==> src/rtl/core/lsra_pkg.sv <==
`default_nettype none

package lsra_pkg;

    // Size of the active list and width of the instruction indexes compared.
    localparam int MAX_ACTIVE = 64;
    localparam int INDEX_BITS = 16;

    // Fixed widths of the channel fields.
    localparam int FIELD_W   = 16;
    localparam int REG_OUT_W = 6;

    // Derived widths.
    localparam int KEY_W = (INDEX_BITS < FIELD_W) ? INDEX_BITS : FIELD_W;
    localparam int REG_W = $clog2(MAX_ACTIVE);
    localparam int CNT_W = $clog2(MAX_ACTIVE + 1);

    typedef logic [KEY_W-1:0] t_key;
    typedef logic [REG_W-1:0] t_reg;
    typedef logic [CNT_W-1:0] t_cnt;

    localparam t_cnt FULL_CNT = t_cnt'(MAX_ACTIVE);

    // Sequencer states of the top level.
    typedef enum logic [2:0] {
        ST_IDLE,
        ST_SCAN,
        ST_ROT,
        ST_POP,
        ST_ALLOC
    } t_state;

    // What every cell of the active chain does in a cycle.
    typedef enum logic [1:0] {
        OP_HOLD,
        OP_ROTATE,
        OP_DROP,
        OP_LOAD
    } t_cell_op;

    // Command broadcast to the chain: on a drop only cells below lim move.
    typedef struct packed {
        t_cell_op op;
        t_cnt     lim;
        t_key     load_end;
        t_reg     load_reg;
    } t_cell_cmd;

    // Control of the free register stack.
    typedef struct packed {
        logic clear;
        logic push;
        logic pop;
        logic rd;
    } t_fs_ctrl;

    // Low bits of a register number as carried on the result channel.
    function automatic logic [REG_OUT_W-1:0] out_reg(input t_reg r);
        logic [REG_W+REG_OUT_W-1:0] w;
        w = {{REG_OUT_W{1'b0}}, r};
        return w[REG_OUT_W-1:0];
    endfunction

endpackage

`default_nettype wire

==> src/rtl/core/lsra_if.sv <==
`default_nettype none

// Interval channel.
interface lsra_in_if;
    import lsra_pkg::*;

    logic               valid;
    logic               ready;
    logic               first_of_program;
    logic [FIELD_W-1:0] interval_start;
    logic [FIELD_W-1:0] interval_end;

    modport source (
        output valid, first_of_program, interval_start, interval_end,
        input  ready
    );
    modport sink (
        input  valid, first_of_program, interval_start, interval_end,
        output ready
    );
endinterface

// Allocation result channel.
interface lsra_out_if;
    import lsra_pkg::*;

    logic                 valid;
    logic                 ready;
    logic [REG_OUT_W-1:0] register_index;
    logic                 overflow;

    modport source (
        output valid, register_index, overflow,
        input  ready
    );
    modport sink (
        input  valid, register_index, overflow,
        output ready
    );
endinterface

`default_nettype wire

==> src/rtl/core/linear_scan_register_allocator.sv <==
// Linear-scan register allocator without spilling.
// i_in carries live intervals (first_of_program, interval_start, interval_end) in
// nondecreasing start order; o_out returns one register_index and an overflow flag
// per interval, in order. Both channels transfer on valid and ready high.
// One interval is in work at a time: i_in.ready is high only while the block is idle.
// The active list sits in a ring of MAX_ACTIVE cells, newest entry in cell 0. For each
// interval the ring is stepped once per active entry to expire old entries (each
// expired register is pushed onto the free stack), then rotated back into place,
// then the free stack top is read and, unless the list is full, the new entry is
// loaded into cell 0. After the scan the ring is rotated MAX_ACTIVE - 1 - kept times,
// where kept counts the entries that stay (no rotation when no entry or all entries
// are kept). The next interval can transfer in the cycle after the result is loaded.
// The result waits in an output register; if the receiver stalls, a finished result
// holds there and the next result waits until it is taken.
// Synchronous active-low reset empties the active list and the free stack and drops
// any result not yet taken. first_of_program empties the list and stack before its interval.
`default_nettype none

module linear_scan_register_allocator (
    input  wire logic  i_clk,
    input  wire logic  i_rst_n,
    lsra_in_if.sink    i_in,
    lsra_out_if.source o_out
);
    import lsra_pkg::*;

    t_state    r_state;
    t_state    n_state;
    t_key      r_start;
    t_key      r_end;
    t_cnt      r_left;
    t_cnt      r_kept;
    t_cnt      r_rot;
    t_cnt      r_cnt;
    logic      r_out_valid;
    logic [REG_OUT_W-1:0] r_out_reg;
    logic      r_out_ovf;

    t_key      cell_end [MAX_ACTIVE];
    t_reg      cell_reg [MAX_ACTIVE];
    t_cell_cmd cell_cmd;
    t_fs_ctrl  fs_ctrl;
    t_cnt      fs_count;
    t_reg      fs_top;

    logic      in_xfer;
    logic      out_free;
    logic      head_expired;
    logic      list_full;
    t_reg      alloc_reg;
    t_cnt      rot_need;

    assign in_xfer      = i_in.valid && i_in.ready;
    assign out_free     = !r_out_valid || o_out.ready;
    assign head_expired = (cell_end[0] <= r_start);
    assign list_full    = (r_kept == FULL_CNT);
    assign alloc_reg    = (fs_count != '0) ? fs_top : r_kept[REG_W-1:0];

    // Rotations that bring the kept block back to cell 1.
    always_comb begin
        if ((r_kept == '0) || list_full) begin
            rot_need = '0;
        end else begin
            rot_need = FULL_CNT - t_cnt'(1) - r_kept;
        end
    end

    // Chain of cells; each takes from its upper neighbor, the last from cell 0.
    for (genvar k = 0; k < MAX_ACTIVE; k++) begin : g_cell
        localparam int NB = (k + 1) % MAX_ACTIVE;
        lsra_cell u_cell (
            .i_clk     (i_clk),
            .i_idx     (t_reg'(k)),
            .i_cmd     (cell_cmd),
            .i_nbr_end (cell_end[NB]),
            .i_nbr_reg (cell_reg[NB]),
            .o_end     (cell_end[k]),
            .o_reg     (cell_reg[k])
        );
    end

    lsra_fstack u_fstack (
        .i_clk       (i_clk),
        .i_rst_n     (i_rst_n),
        .i_ctrl      (fs_ctrl),
        .i_push_data (cell_reg[0]),
        .o_count     (fs_count),
        .o_top       (fs_top)
    );

    // Next state.
    always_comb begin
        n_state = r_state;
        case (r_state)
            ST_IDLE:  if (in_xfer) n_state = ST_SCAN;
            ST_SCAN:  if (r_left == '0) n_state = ST_ROT;
            ST_ROT:   if (r_rot == '0) n_state = ST_POP;
            ST_POP:   n_state = ST_ALLOC;
            ST_ALLOC: if (out_free) n_state = ST_IDLE;
            default:  n_state = ST_IDLE;
        endcase
    end

    // Sequencer outputs: chain command, stack control, input ready.
    always_comb begin
        i_in.ready        = 1'b0;
        cell_cmd.op       = OP_HOLD;
        cell_cmd.lim      = r_left - t_cnt'(1);
        cell_cmd.load_end = r_end;
        cell_cmd.load_reg = alloc_reg;
        fs_ctrl           = '0;
        case (r_state)
            ST_IDLE: begin
                i_in.ready    = 1'b1;
                fs_ctrl.clear = in_xfer && i_in.first_of_program;
            end
            ST_SCAN: begin
                if (r_left != '0) begin
                    if (head_expired) begin
                        cell_cmd.op  = OP_DROP;
                        fs_ctrl.push = 1'b1;
                    end else begin
                        cell_cmd.op = OP_ROTATE;
                    end
                end
            end
            ST_ROT: begin
                if (r_rot != '0) begin
                    cell_cmd.op = OP_ROTATE;
                end
            end
            ST_POP: begin
                fs_ctrl.rd = 1'b1;
            end
            ST_ALLOC: begin
                if (out_free && !list_full) begin
                    cell_cmd.op = OP_LOAD;
                    fs_ctrl.pop = (fs_count != '0);
                end
            end
            default: begin
                cell_cmd.op = OP_HOLD;
            end
        endcase
    end

    always_ff @(posedge i_clk) begin
        if (!i_rst_n) begin
            r_state <= ST_IDLE;
        end else begin
            r_state <= n_state;
        end
    end

    // Captured interval.
    always_ff @(posedge i_clk) begin
        if (in_xfer) begin
            r_start <= i_in.interval_start[KEY_W-1:0];
            r_end   <= i_in.interval_end[KEY_W-1:0];
        end
    end

    // Scan, rotation and occupancy counters.
    always_ff @(posedge i_clk) begin
        if (!i_rst_n) begin
            r_left <= '0;
            r_kept <= '0;
            r_rot  <= '0;
            r_cnt  <= '0;
        end else begin
            case (r_state)
                ST_IDLE: begin
                    if (in_xfer) begin
                        r_left <= i_in.first_of_program ? '0 : r_cnt;
                        r_kept <= '0;
                    end
                end
                ST_SCAN: begin
                    if (r_left != '0) begin
                        r_left <= r_left - t_cnt'(1);
                        if (!head_expired) begin
                            r_kept <= r_kept + t_cnt'(1);
                        end
                    end else begin
                        r_rot <= rot_need;
                    end
                end
                ST_ROT: begin
                    if (r_rot != '0) begin
                        r_rot <= r_rot - t_cnt'(1);
                    end
                end
                ST_ALLOC: begin
                    if (out_free) begin
                        r_cnt <= list_full ? r_kept : (r_kept + t_cnt'(1));
                    end
                end
                default: begin
                    r_rot <= r_rot;
                end
            endcase
        end
    end

    // Output register; a new result loads when the old one is gone or taken.
    always_ff @(posedge i_clk) begin
        if (!i_rst_n) begin
            r_out_valid <= 1'b0;
        end else if ((r_state == ST_ALLOC) && out_free) begin
            r_out_valid <= 1'b1;
        end else if (o_out.ready) begin
            r_out_valid <= 1'b0;
        end
    end

    always_ff @(posedge i_clk) begin
        if ((r_state == ST_ALLOC) && out_free) begin
            r_out_reg <= list_full ? '0 : out_reg(alloc_reg);
            r_out_ovf <= list_full;
        end
    end

    assign o_out.valid          = r_out_valid;
    assign o_out.register_index = r_out_reg;
    assign o_out.overflow       = r_out_ovf;

endmodule

`default_nettype wire

==> src/rtl/core/lsra_cell.sv <==
`default_nettype none

// One entry of the active chain: holds an interval end and its register.
module lsra_cell (
    input  wire logic              i_clk,
    input  wire lsra_pkg::t_reg    i_idx,
    input  wire lsra_pkg::t_cell_cmd i_cmd,
    input  wire lsra_pkg::t_key    i_nbr_end,
    input  wire lsra_pkg::t_reg    i_nbr_reg,
    output lsra_pkg::t_key         o_end,
    output lsra_pkg::t_reg         o_reg
);
    import lsra_pkg::*;

    t_key r_end;
    t_reg r_reg;
    t_key n_end;
    t_reg n_reg;

    // Pick the next contents: take from the upper neighbor, load, or hold.
    always_comb begin
        n_end = r_end;
        n_reg = r_reg;
        case (i_cmd.op)
            OP_ROTATE: begin
                n_end = i_nbr_end;
                n_reg = i_nbr_reg;
            end
            OP_DROP: begin
                if (t_cnt'(i_idx) < i_cmd.lim) begin
                    n_end = i_nbr_end;
                    n_reg = i_nbr_reg;
                end
            end
            OP_LOAD: begin
                if (i_idx == '0) begin
                    n_end = i_cmd.load_end;
                    n_reg = i_cmd.load_reg;
                end
            end
            default: begin
                n_end = r_end;
                n_reg = r_reg;
            end
        endcase
    end

    always_ff @(posedge i_clk) begin
        r_end <= n_end;
        r_reg <= n_reg;
    end

    assign o_end = r_end;
    assign o_reg = r_reg;

endmodule

`default_nettype wire

==> src/rtl/core/lsra_fstack.sv <==
`default_nettype none

// Last-in-first-out stack of released registers, held in a memory.
module lsra_fstack (
    input  wire logic              i_clk,
    input  wire logic              i_rst_n,
    input  wire lsra_pkg::t_fs_ctrl i_ctrl,
    input  wire lsra_pkg::t_reg    i_push_data,
    output lsra_pkg::t_cnt         o_count,
    output lsra_pkg::t_reg         o_top
);
    import lsra_pkg::*;

    t_reg r_mem [MAX_ACTIVE];
    t_cnt r_count;
    t_reg r_top;
    t_cnt rd_ptr;
    logic can_push;

    assign can_push = (r_count < FULL_CNT);
    assign rd_ptr   = r_count - t_cnt'(1);

    // Fill level; a push onto a full stack is dropped.
    always_ff @(posedge i_clk) begin
        if (!i_rst_n) begin
            r_count <= '0;
        end else if (i_ctrl.clear) begin
            r_count <= '0;
        end else if (i_ctrl.push && can_push) begin
            r_count <= r_count + t_cnt'(1);
        end else if (i_ctrl.pop && (r_count != '0)) begin
            r_count <= r_count - t_cnt'(1);
        end
    end

    // Memory write port.
    always_ff @(posedge i_clk) begin
        if (i_ctrl.push && can_push) begin
            r_mem[r_count[REG_W-1:0]] <= i_push_data;
        end
    end

    // Registered read of the top entry.
    always_ff @(posedge i_clk) begin
        if (i_ctrl.rd) begin
            r_top <= r_mem[rd_ptr[REG_W-1:0]];
        end
    end

    assign o_count = r_count;
    assign o_top   = r_top;

endmodule

`default_nettype wire

==> src/flat_wrapper.sv <==
// flat-port wrapper written by rule: the top's interface ports become plain ports
module linear_scan_register_allocator_flat import lsra_pkg::*;
  (i_clk, i_rst_n, i_in_valid, i_in_first_of_program, i_in_interval_start, i_in_interval_end, i_in_ready, o_out_valid, o_out_register_index, o_out_overflow, o_out_ready);
  lsra_in_if i_in_i ();
  lsra_out_if o_out_i ();
  input  wire logic i_clk;
  input  wire logic i_rst_n;
  input wire logic [$bits(i_in_i.valid)-1:0] i_in_valid;
  input wire logic [$bits(i_in_i.first_of_program)-1:0] i_in_first_of_program;
  input wire logic [$bits(i_in_i.interval_start)-1:0] i_in_interval_start;
  input wire logic [$bits(i_in_i.interval_end)-1:0] i_in_interval_end;
  output wire logic [$bits(i_in_i.ready)-1:0] i_in_ready;
  output wire logic [$bits(o_out_i.valid)-1:0] o_out_valid;
  output wire logic [$bits(o_out_i.register_index)-1:0] o_out_register_index;
  output wire logic [$bits(o_out_i.overflow)-1:0] o_out_overflow;
  input wire logic [$bits(o_out_i.ready)-1:0] o_out_ready;
  assign i_in_i.valid = i_in_valid;
  assign i_in_i.first_of_program = i_in_first_of_program;
  assign i_in_i.interval_start = i_in_interval_start;
  assign i_in_i.interval_end = i_in_interval_end;
  assign i_in_ready = i_in_i.ready;
  assign o_out_valid = o_out_i.valid;
  assign o_out_register_index = o_out_i.register_index;
  assign o_out_overflow = o_out_i.overflow;
  assign o_out_i.ready = o_out_ready;
  linear_scan_register_allocator u_core (.i_clk(i_clk), .i_rst_n(i_rst_n), .i_in(i_in_i), .o_out(o_out_i));
endmodule
==> config.mk <==
export PLATFORM = sky130hd
export DESIGN_NAME = linear_scan_register_allocator_flat
export DESIGN_NICKNAME = d
export VERILOG_FILES = /design/src/rtl/core/lsra_pkg.sv /design/src/rtl/core/lsra_if.sv /design/src/rtl/core/linear_scan_register_allocator.sv /design/src/rtl/core/lsra_cell.sv /design/src/rtl/core/lsra_fstack.sv /design/src/flat_wrapper.sv
export SDC_FILE = /design/constraint.sdc
export NUM_CORES = 1
export LEC_CHECK = 0
export BUFFER_PORTS_ARGS = -buffer_cell sky130_fd_sc_hd__buf_4
export CAP_MARGIN = 10
export CORE_MARGIN = 2
export CORE_UTILIZATION = 40
export DETAILED_ROUTE_END_ITERATION = 16
export PLACE_DENSITY = 0.54
export SYNTH_ARGS = -nofsm -noshare
export SYNTH_HDL_FRONTEND = slang
export SYNTH_SLANG_ARGS = --single-unit
==> constraint.sdc <==
create_clock -name i_clk -period 8.6 [get_ports i_clk]
set_clock_uncertainty 0.2 [all_clocks]
set_input_delay 1.72 -clock i_clk [delete_from_list [all_inputs] [get_ports i_clk]]
set_output_delay 1.72 -clock i_clk [all_outputs]
set_load 0.02 [all_outputs]
==> results of run 1 <==
[power breakdown]
part | internal (uW) | switching [uW] | leakage (uW)
logic | 1490 | 4450 | 0.00295
clock network | 4360 | 3350 | 0.00284
registers | 16700 | 1460 | 0.0172
total | 22500 | 9260 | 0.0230
[per-stage QoR]
| step | cells | utilization (%) |
|---|---|---|
| 2_1_floorplan | 2688 | - |
| 3_3_place_gp | 4737 | 42.15 |
| 3_5_place_dp | 4745 | 42.24 |
| 4_1_cts | 5081 | 45.99 |
| 5_1_grt | 5103 | 46.20 |
| 6_report | 5103 | 46.20 |
[critical path: cells and delay by family (launching register included)]
family / cells / cell delay, ps
AO/OA/AOI/OAI: 2 / 480
multiplexers: 2 / 910
flip-flops: 1 / 990
adder cells (fa/ha/maj): 1 / 740
buffers and inverters: 2 / 1150
[synthesized netlist by cell type, types with 3 or more instances]
library cell and number:
a21boi_0 3, or4_1 5, clkbuf_1 52, mux2i_1 15, edfxtp_1 1837, nor2b_1 13
buf_1 4, nor3_1 9, nor3b_1 8, or3_1 9, nand2b_1 5, nor2_2 8
nand4_1 4, xnor2_1 12, o21ai_0 65, nor2_1 116, o21ai_1 9, o211a_1 16
nand3_1 20, buf_2 20, inv_1 37, o31ai_1 6, ha_1 24, mux4_2 120
buf_6 3, buf_4 4, nand2_1 85, xor2_1 10, and2_1 3, dfxtp_1 39
o211ai_1 5, o221ai_1 4, o22ai_1 3, nor4b_1 3, a211oi_1 8, or2_2 4
a21oi_1 58
[routing by layer]
layer | GRT usage, % | routed length, um
met3 | 3.376 | 6815
met4 | 4.008 | 2399
met1 | 20.76 | 52120
met2 | 22.40 | 53890
met5 | 0 | 10
[path summary, 6_finish.rpt]
path | endpoint | cells after the start
setup / recovery | u_core.u_fstack.o_top[4] | 7
hold / removal | u_core.g_cell[16].u_cell.o_reg[4] | 0
setup reg to reg | u_core.u_fstack.o_top[4] | 7
hold reg to reg | u_core.g_cell[16].u_cell.o_reg[4] | 0
[cells by family (layout without fill, tap and decap cells)]
family / Yosys count / count (layout)
adder cells (fa/ha/maj): 24 / 24
buffers and inverters: 121 / 478
multiplexers: 136 / 136
AO/OA/AOI/OAI: 200 / 200
flip-flops: 1876 / 1876
XOR/XNOR: 22 / 22
AND/OR/NAND/NOR: 309 / 309
[cell type report]
class | count | share of cell area [%]
timing repair buffer | 104 | 1.427
sequential | 1876 | 77.80
multi-input combinational | 691 | 8.886
clock inverter | 117 | 1.510
inverter | 38 | 0.1983
clock buffer | 219 | 6.599
tap | 2058 | 3.581
==> impl_results.md, run 1 <==
* Die area at 159,500 um^2
* Unique masters post-synth at 70
* Vias post-DR at 25,803
* Sequential cell area at 55,950 um^2
* DRC at 0
* Hold path start: u_core.g_cell[17].u_cell.o_reg[4]
* Yosys top cell by area: edfxtp_1
* # rows at 145
* # port buffers at 45
* RD Place Congestion at 0.7888
* PnR Total Power at 31,810 uW
* Reg2Reg Setup Slack at 3730 ps
* CTS Sinks at 1,876
* Commonest non-fill, non-tap cells in the layout: edfxtp_1 (1,837), clkbuf_16 (184), mux4_2 (120), nor2_1 (116), nand2_1 (85)
* #FFs+latches synth at 1,876
* WHS at 164.2 ps
* Congestion Overflow GR at 0
* Via/cell ratio at 5.056
* Clock transition at path regs at 60 ps
* YS warnings at 0
* Ranking of synthesized cells by area: edfxtp_1 (88%), mux4_2 (4.3%), dfxtp_1 (1.2%)
* Post-Synth Adder-Cell Area at 0.4802%
* Largest family of logic cells by synthesized area: multiplexers
* CTS Root Cell: clkbuf_16
* Average wire per standard cell at 22.58 um
* Synth-to-layout area growth at 14.99%
* Global-route wire length before repair at 172,200 um
* Register area share after synthesis at 89.46%
* Total global-route track usage at 14.51%
* Tightest Hold Check Type: reg -> reg
* Share of flip-flops with an asynchronous set or reset at 0%
* N_diodes at 0
* Compound-Gate Fraction of Synth Area at 2.013%
* Crit Path Max Fanout at 62
* Hold_buf cts at 0
* Post-synth EDFFs at 1,837
* Post-synth top area share at 88.21%
* Netlist Area Pre-Place at 62,540 um^2
* Starting Density at 40.17%
* Crit-path slowest cell: dfxtp_4
* H-Tree Level Count at 4
* CP Launch Type: flip-flop
* CTS buffer count at 183
* Setup Viol. Count Final at 0
* Detail Placement HPWL at 70,110 um
* Cell repeated most along the worst path: mux4_2
* Synth Area in Simple Gates at 2.335%
* Arrival time worst endpoint at 5210 ps
* Syn nets at 2,749
* Wirelength, routed at 115,200 um
* Starting DRC count in detailed routing at 2,478
* Mux contribution to synthesized area at 4.580%
* Minimum clock period after layout at 4868 ps
* Largest stage delay, worst path at 990 ps
* Power Density at 442.3 nW/um^2
* I/O pin total at 46
* Worst Setup SP: u_core.u_fstack.o_count[0]
* Setup repair after global routing missed its margin: no
* Critical-path cell list: inv_1 > ha_4 > buf_4 > mux4_2 > mux4_2 > a211oi_1 > a21oi_1
* Critical path class: reg -> reg
* Proportion of layout cells with a drive suffix above 1 at 18.75%
* Fmax at 0.2054 GHz
* ANT nets after route at 0
* Finished Cell Area at 71,910 um^2
* Slew margin rel. at 21.02%
* P_leak at 0.02299 uW
* Area after DPL at 65,760 um^2
* Synth Area per Inst at 23.26 um^2
* Pre-CTS WS at 3533 ps
* Core ar. at 155,700 um^2
* CP required at 8940 ps
* Critical Path Sink Type: flip-flop
* Drt first pass iters at 6
* Post-CTS Setup Bufs at 0
* Most common cell after layout, fill and taps aside: edfxtp_1
* Vias in the first global route at 26,569
* Clock Path Buffers at 3
* Total negative slack at 0 ps
* TritonCTS clock tree: built
* Max reg flops at 1,024
* Height of the die at 399.4 um
* Top FF cell, synth: edfxtp_1
* Max-Cap Viols at 0
* Worst setup margin at 3732 ps
* Slew Viols, Final at 0
* Filler cells at 12,734
* Worst-margin pin slew at 1185 ps
* Post-CTS Resized at 0
* Final Hold Viols at 0
* Final net count at 2,955
* Fin crit share at 56.61%
* Status: finished clean
* Initial antenna violation count at 4
* Critical R2R Launch: u_core.u_fstack.o_count[0]
* Multi-input gate area at 6390 um^2
* Max VDD drop at 262.7 uV
* Synthesized netlist cell count at 2,688
* Horiz. Die Dim at 399.4 um
* Clk_lat worst skew at 810 ps
* Largest net degree at the start of global routing at 66
* Synth Area in XOR/XNOR at 0.3081%
Power figures use the tool's default switching activity.
==> inputs of run 2 (changes only) <==
- PLACE_DENSITY: 0.54 -> 0.56
- clock period: 8.6 -> 4.13 ns (I/O delays scaled with it)
==> impl_results.md, run 2 (synthesis gave the netlist of run 1 again) <==
* Highest Signal Layer: met5
* Global-route wire length before repair at 172,200 um (about the same)
* CTS buffer count at 181 (-1.1%)
* Synth-to-layout area growth at 15.67%
* Power Density at 917.7 nW/um^2 (+110%)
* Core Util, Final at 46.47% (+0.27 points)
* Worst setup margin at -23.49 ps (-3755 ps)
* Hold path cells at 1 (+1)
* Clock transition at path regs at 60 ps (about the same)
* Starting DRC count in detailed routing at 2,902 (+17%)
* Max-Cap Viols at 0 (unchanged)
* # port buffers at 45 (unchanged)
* CP Launch Type: flip-flop
* Worst-margin pin slew at 1185 ps (-0.2061 ps)
* Hold Path Sink: u_core.r_start[11]
* Drt first pass iters at 7 (+1)
* Average wire per standard cell at 22.84 um (+1.2%)
* Largest net degree at the start of global routing at 102 (+55%)
* Minimum clock period after layout at 4153 ps (-715.0 ps)
* ANT nets after route at 0 (unchanged)
* Die area at 159,500 um^2 (unchanged)
* Clock Path Buffers at 3 (unchanged)
* Status: complete, but fails checks
* Length of routed wiring on met1 at 52,620 um (+0.96%)
* Initial antenna violation count at 4 (unchanged)
* # rows at 145 (unchanged)
* Setup repair after global routing missed its margin: yes
* Cells on worst reg2reg path at 9 (+2)
* Commonest non-fill, non-tap cells in the layout: edfxtp_1 (1,837), clkbuf_16 (183), mux4_2 (120), buf_4 (115), nor2_1 (105)
* Slew Viols, Final at 0 (unchanged)
* Critical R2R Launch: u_core.g_cell[0].u_cell.o_end[6]
* Met2 WL at 54,490 um (+1.1%)
* Critical path class: reg -> reg
* Proportion of layout cells with a drive suffix above 1 at 19.36% (+0.61 points)
* Pre-CTS WS at -57.61 ps (-3590 ps)
* Congestion Overflow GR at 0 (unchanged)
* Core ar. at 155,700 um^2 (unchanged)
* Starting Density at 40.17% (unchanged)
* Crit Path Max Fanout at 22 (-65%)
* CTS Root Cell: clkbuf_16
* Via/cell ratio at 5.060 (about the same)
* TritonCTS clock tree: built
* Fmax at 0.2408 GHz (+17%)
* Met3 WL post-DR at 7662 um (+12%)
* DRC at 0 (unchanged)
* Fin crit share at 100.6% (+44 points)
* Arrival time worst endpoint at 4350 ps (-860 ps)
* Vias post-DR at 25,992 (+0.73%)
* Tightest Hold Check Type: in -> reg
* Hold path start: i_in_interval_start[11]
* Final Hold Viols at 0 (unchanged)
* RD Place Congestion at 0.8107 (+2.8%)
* CTS Sinks at 1,876 (unchanged)
* CP required at 4330 ps (-4610 ps)
* Failing checks: setup timing
* Reg2Reg Setup Slack at -20 ps (-3750 ps)
* Slew margin rel. at 21.02% (about the same)
* H-Tree Level Count at 4 (unchanged)
* Vias in the first global route at 26,197 (-1.4%)
* Height of the die at 399.4 um (unchanged)
* Clk_lat worst skew at 790 ps (-20 ps)
* Max reg flops at 1,024 (unchanged)
* P_leak at 0.02313 uW (+0.60%)
* Worst Setup SP: u_core.g_cell[0].u_cell.o_end[6]
* Setup Viol. Count Final at 44 (+44)
* Post-CTS Setup Bufs at 0 (unchanged)
* Final net count at 2,992 (+1.3%)
* Horiz. Die Dim at 399.4 um (unchanged)
* Total global-route track usage at 14.65% (+0.14 points)
* Most common cell after layout, fill and taps aside: edfxtp_1
* Detail Placement HPWL at 71,700 um (+2.3%)
* Critical Path Sink Type: flip-flop
* Filler cells at 12,611 (-0.97%)
* Wirelength, routed at 117,400 um (+1.8%)
* Critical R2R Capture: u_core.g_cell[63].u_cell.o_reg[3]
* Max VDD drop at 601.9 uV (+130%)
* I/O pin total at 46 (unchanged)
run 2: cell types whose count changed in the layout (fill, tap and decap cells not counted), sizes merged:
cell / previous run / this run
clkbuf: 219 / 231
clkinvlp: 6 / 5
o31ai: 7 / 8
clkinv: 88 / 76
buf: 104 / 121
inv: 48 / 43
dlygate4sd3: 0 / 21
diode: 0 / 1
run 2: repair_timing:
action,CTS,global route
hold endpoints to repair,21,0
endpoints found under the setup margin,164,718
resized for setup,6,31
cloned,0,1
pin swaps,0,1
hold buffers,21,0
run 2: per-stage QoR:
stage / hold slack, ps / instance area (um^2) / total power [uW] / setup TNS [ps] / cells
floorplan: 200.3 / 62540 / 44050 / -66210 / 2688
global placement: 200.7 / 66030 / 50050 / 0 / 4784
detailed placement: 204.5 / 66030 / 50370 / -1957 / 4784
CTS: 3.436 / 72150 / 66940 / -2556 / 5135
global route: 19.17 / 72330 / 69480 / -22400 / 5136
finish: 75.09 / 72340 / 66380 / -622.1 / 5137
run 2: cell type report:
cell class / instances / area [um^2] / area share [%]
multi-input combinational: 692 / 6615 / 9.145
sequential: 1876 / 55950 / 77.34
tap: 2058 / 2575 / 3.560
clock inverter: 99 / 1080 / 1.493
timing repair buffer: 142 / 1194 / 1.650
clock buffer: 231 / 4780 / 6.608
inverter: 38 / 142.6 / 0.1972
antenna: 1 / 2.502 / 0.003459
run 2: routing by layer:
metal | GRT usage [%] | vias to the layer above
met5 | 0 | -
met4 | 4.196 | 2
met3 | 3.026 | 192
met2 | 22.61 | 900
met1 | 21.19 | 13623
li1 | - | 11275
run 2: how the worst max path moves through the flow:
stage	slack, ps	end
after floorplan	-90	u_core.g_cell[43].u_cell.o_end[0]
after global placement	6	u_core.g_cell[59].u_cell.o_end[2]
after detailed placement	-60	u_core.g_cell[59].u_cell.o_end[15]
after CTS	-50	u_core.g_cell[10].u_cell.o_reg[5]
after global routing	-200	u_core.g_cell[63].u_cell.o_end[8]
final	-20	u_core.g_cell[63].u_cell.o_reg[3]
run 2: worst max-delay path, stage by stage (launching register included):
cell      delay, ps
edfxtp_1        420
ha_1            330
and3_4          190
a221oi_2        270
o22ai_2         150
o31ai_4         570
buf_4           290
nand2_2          70
buf_4           260
o21ai_2         970
run 2: power by group:
part	switching [uW]	total, uW	internal (uW)	leakage (uW)
Combinational	9560	12500	2960	0.00310
Clock	6940	16000	9090	0.00283
Sequential	3010	37800	34800	0.0172
Total	19500	66400	46900	0.0231
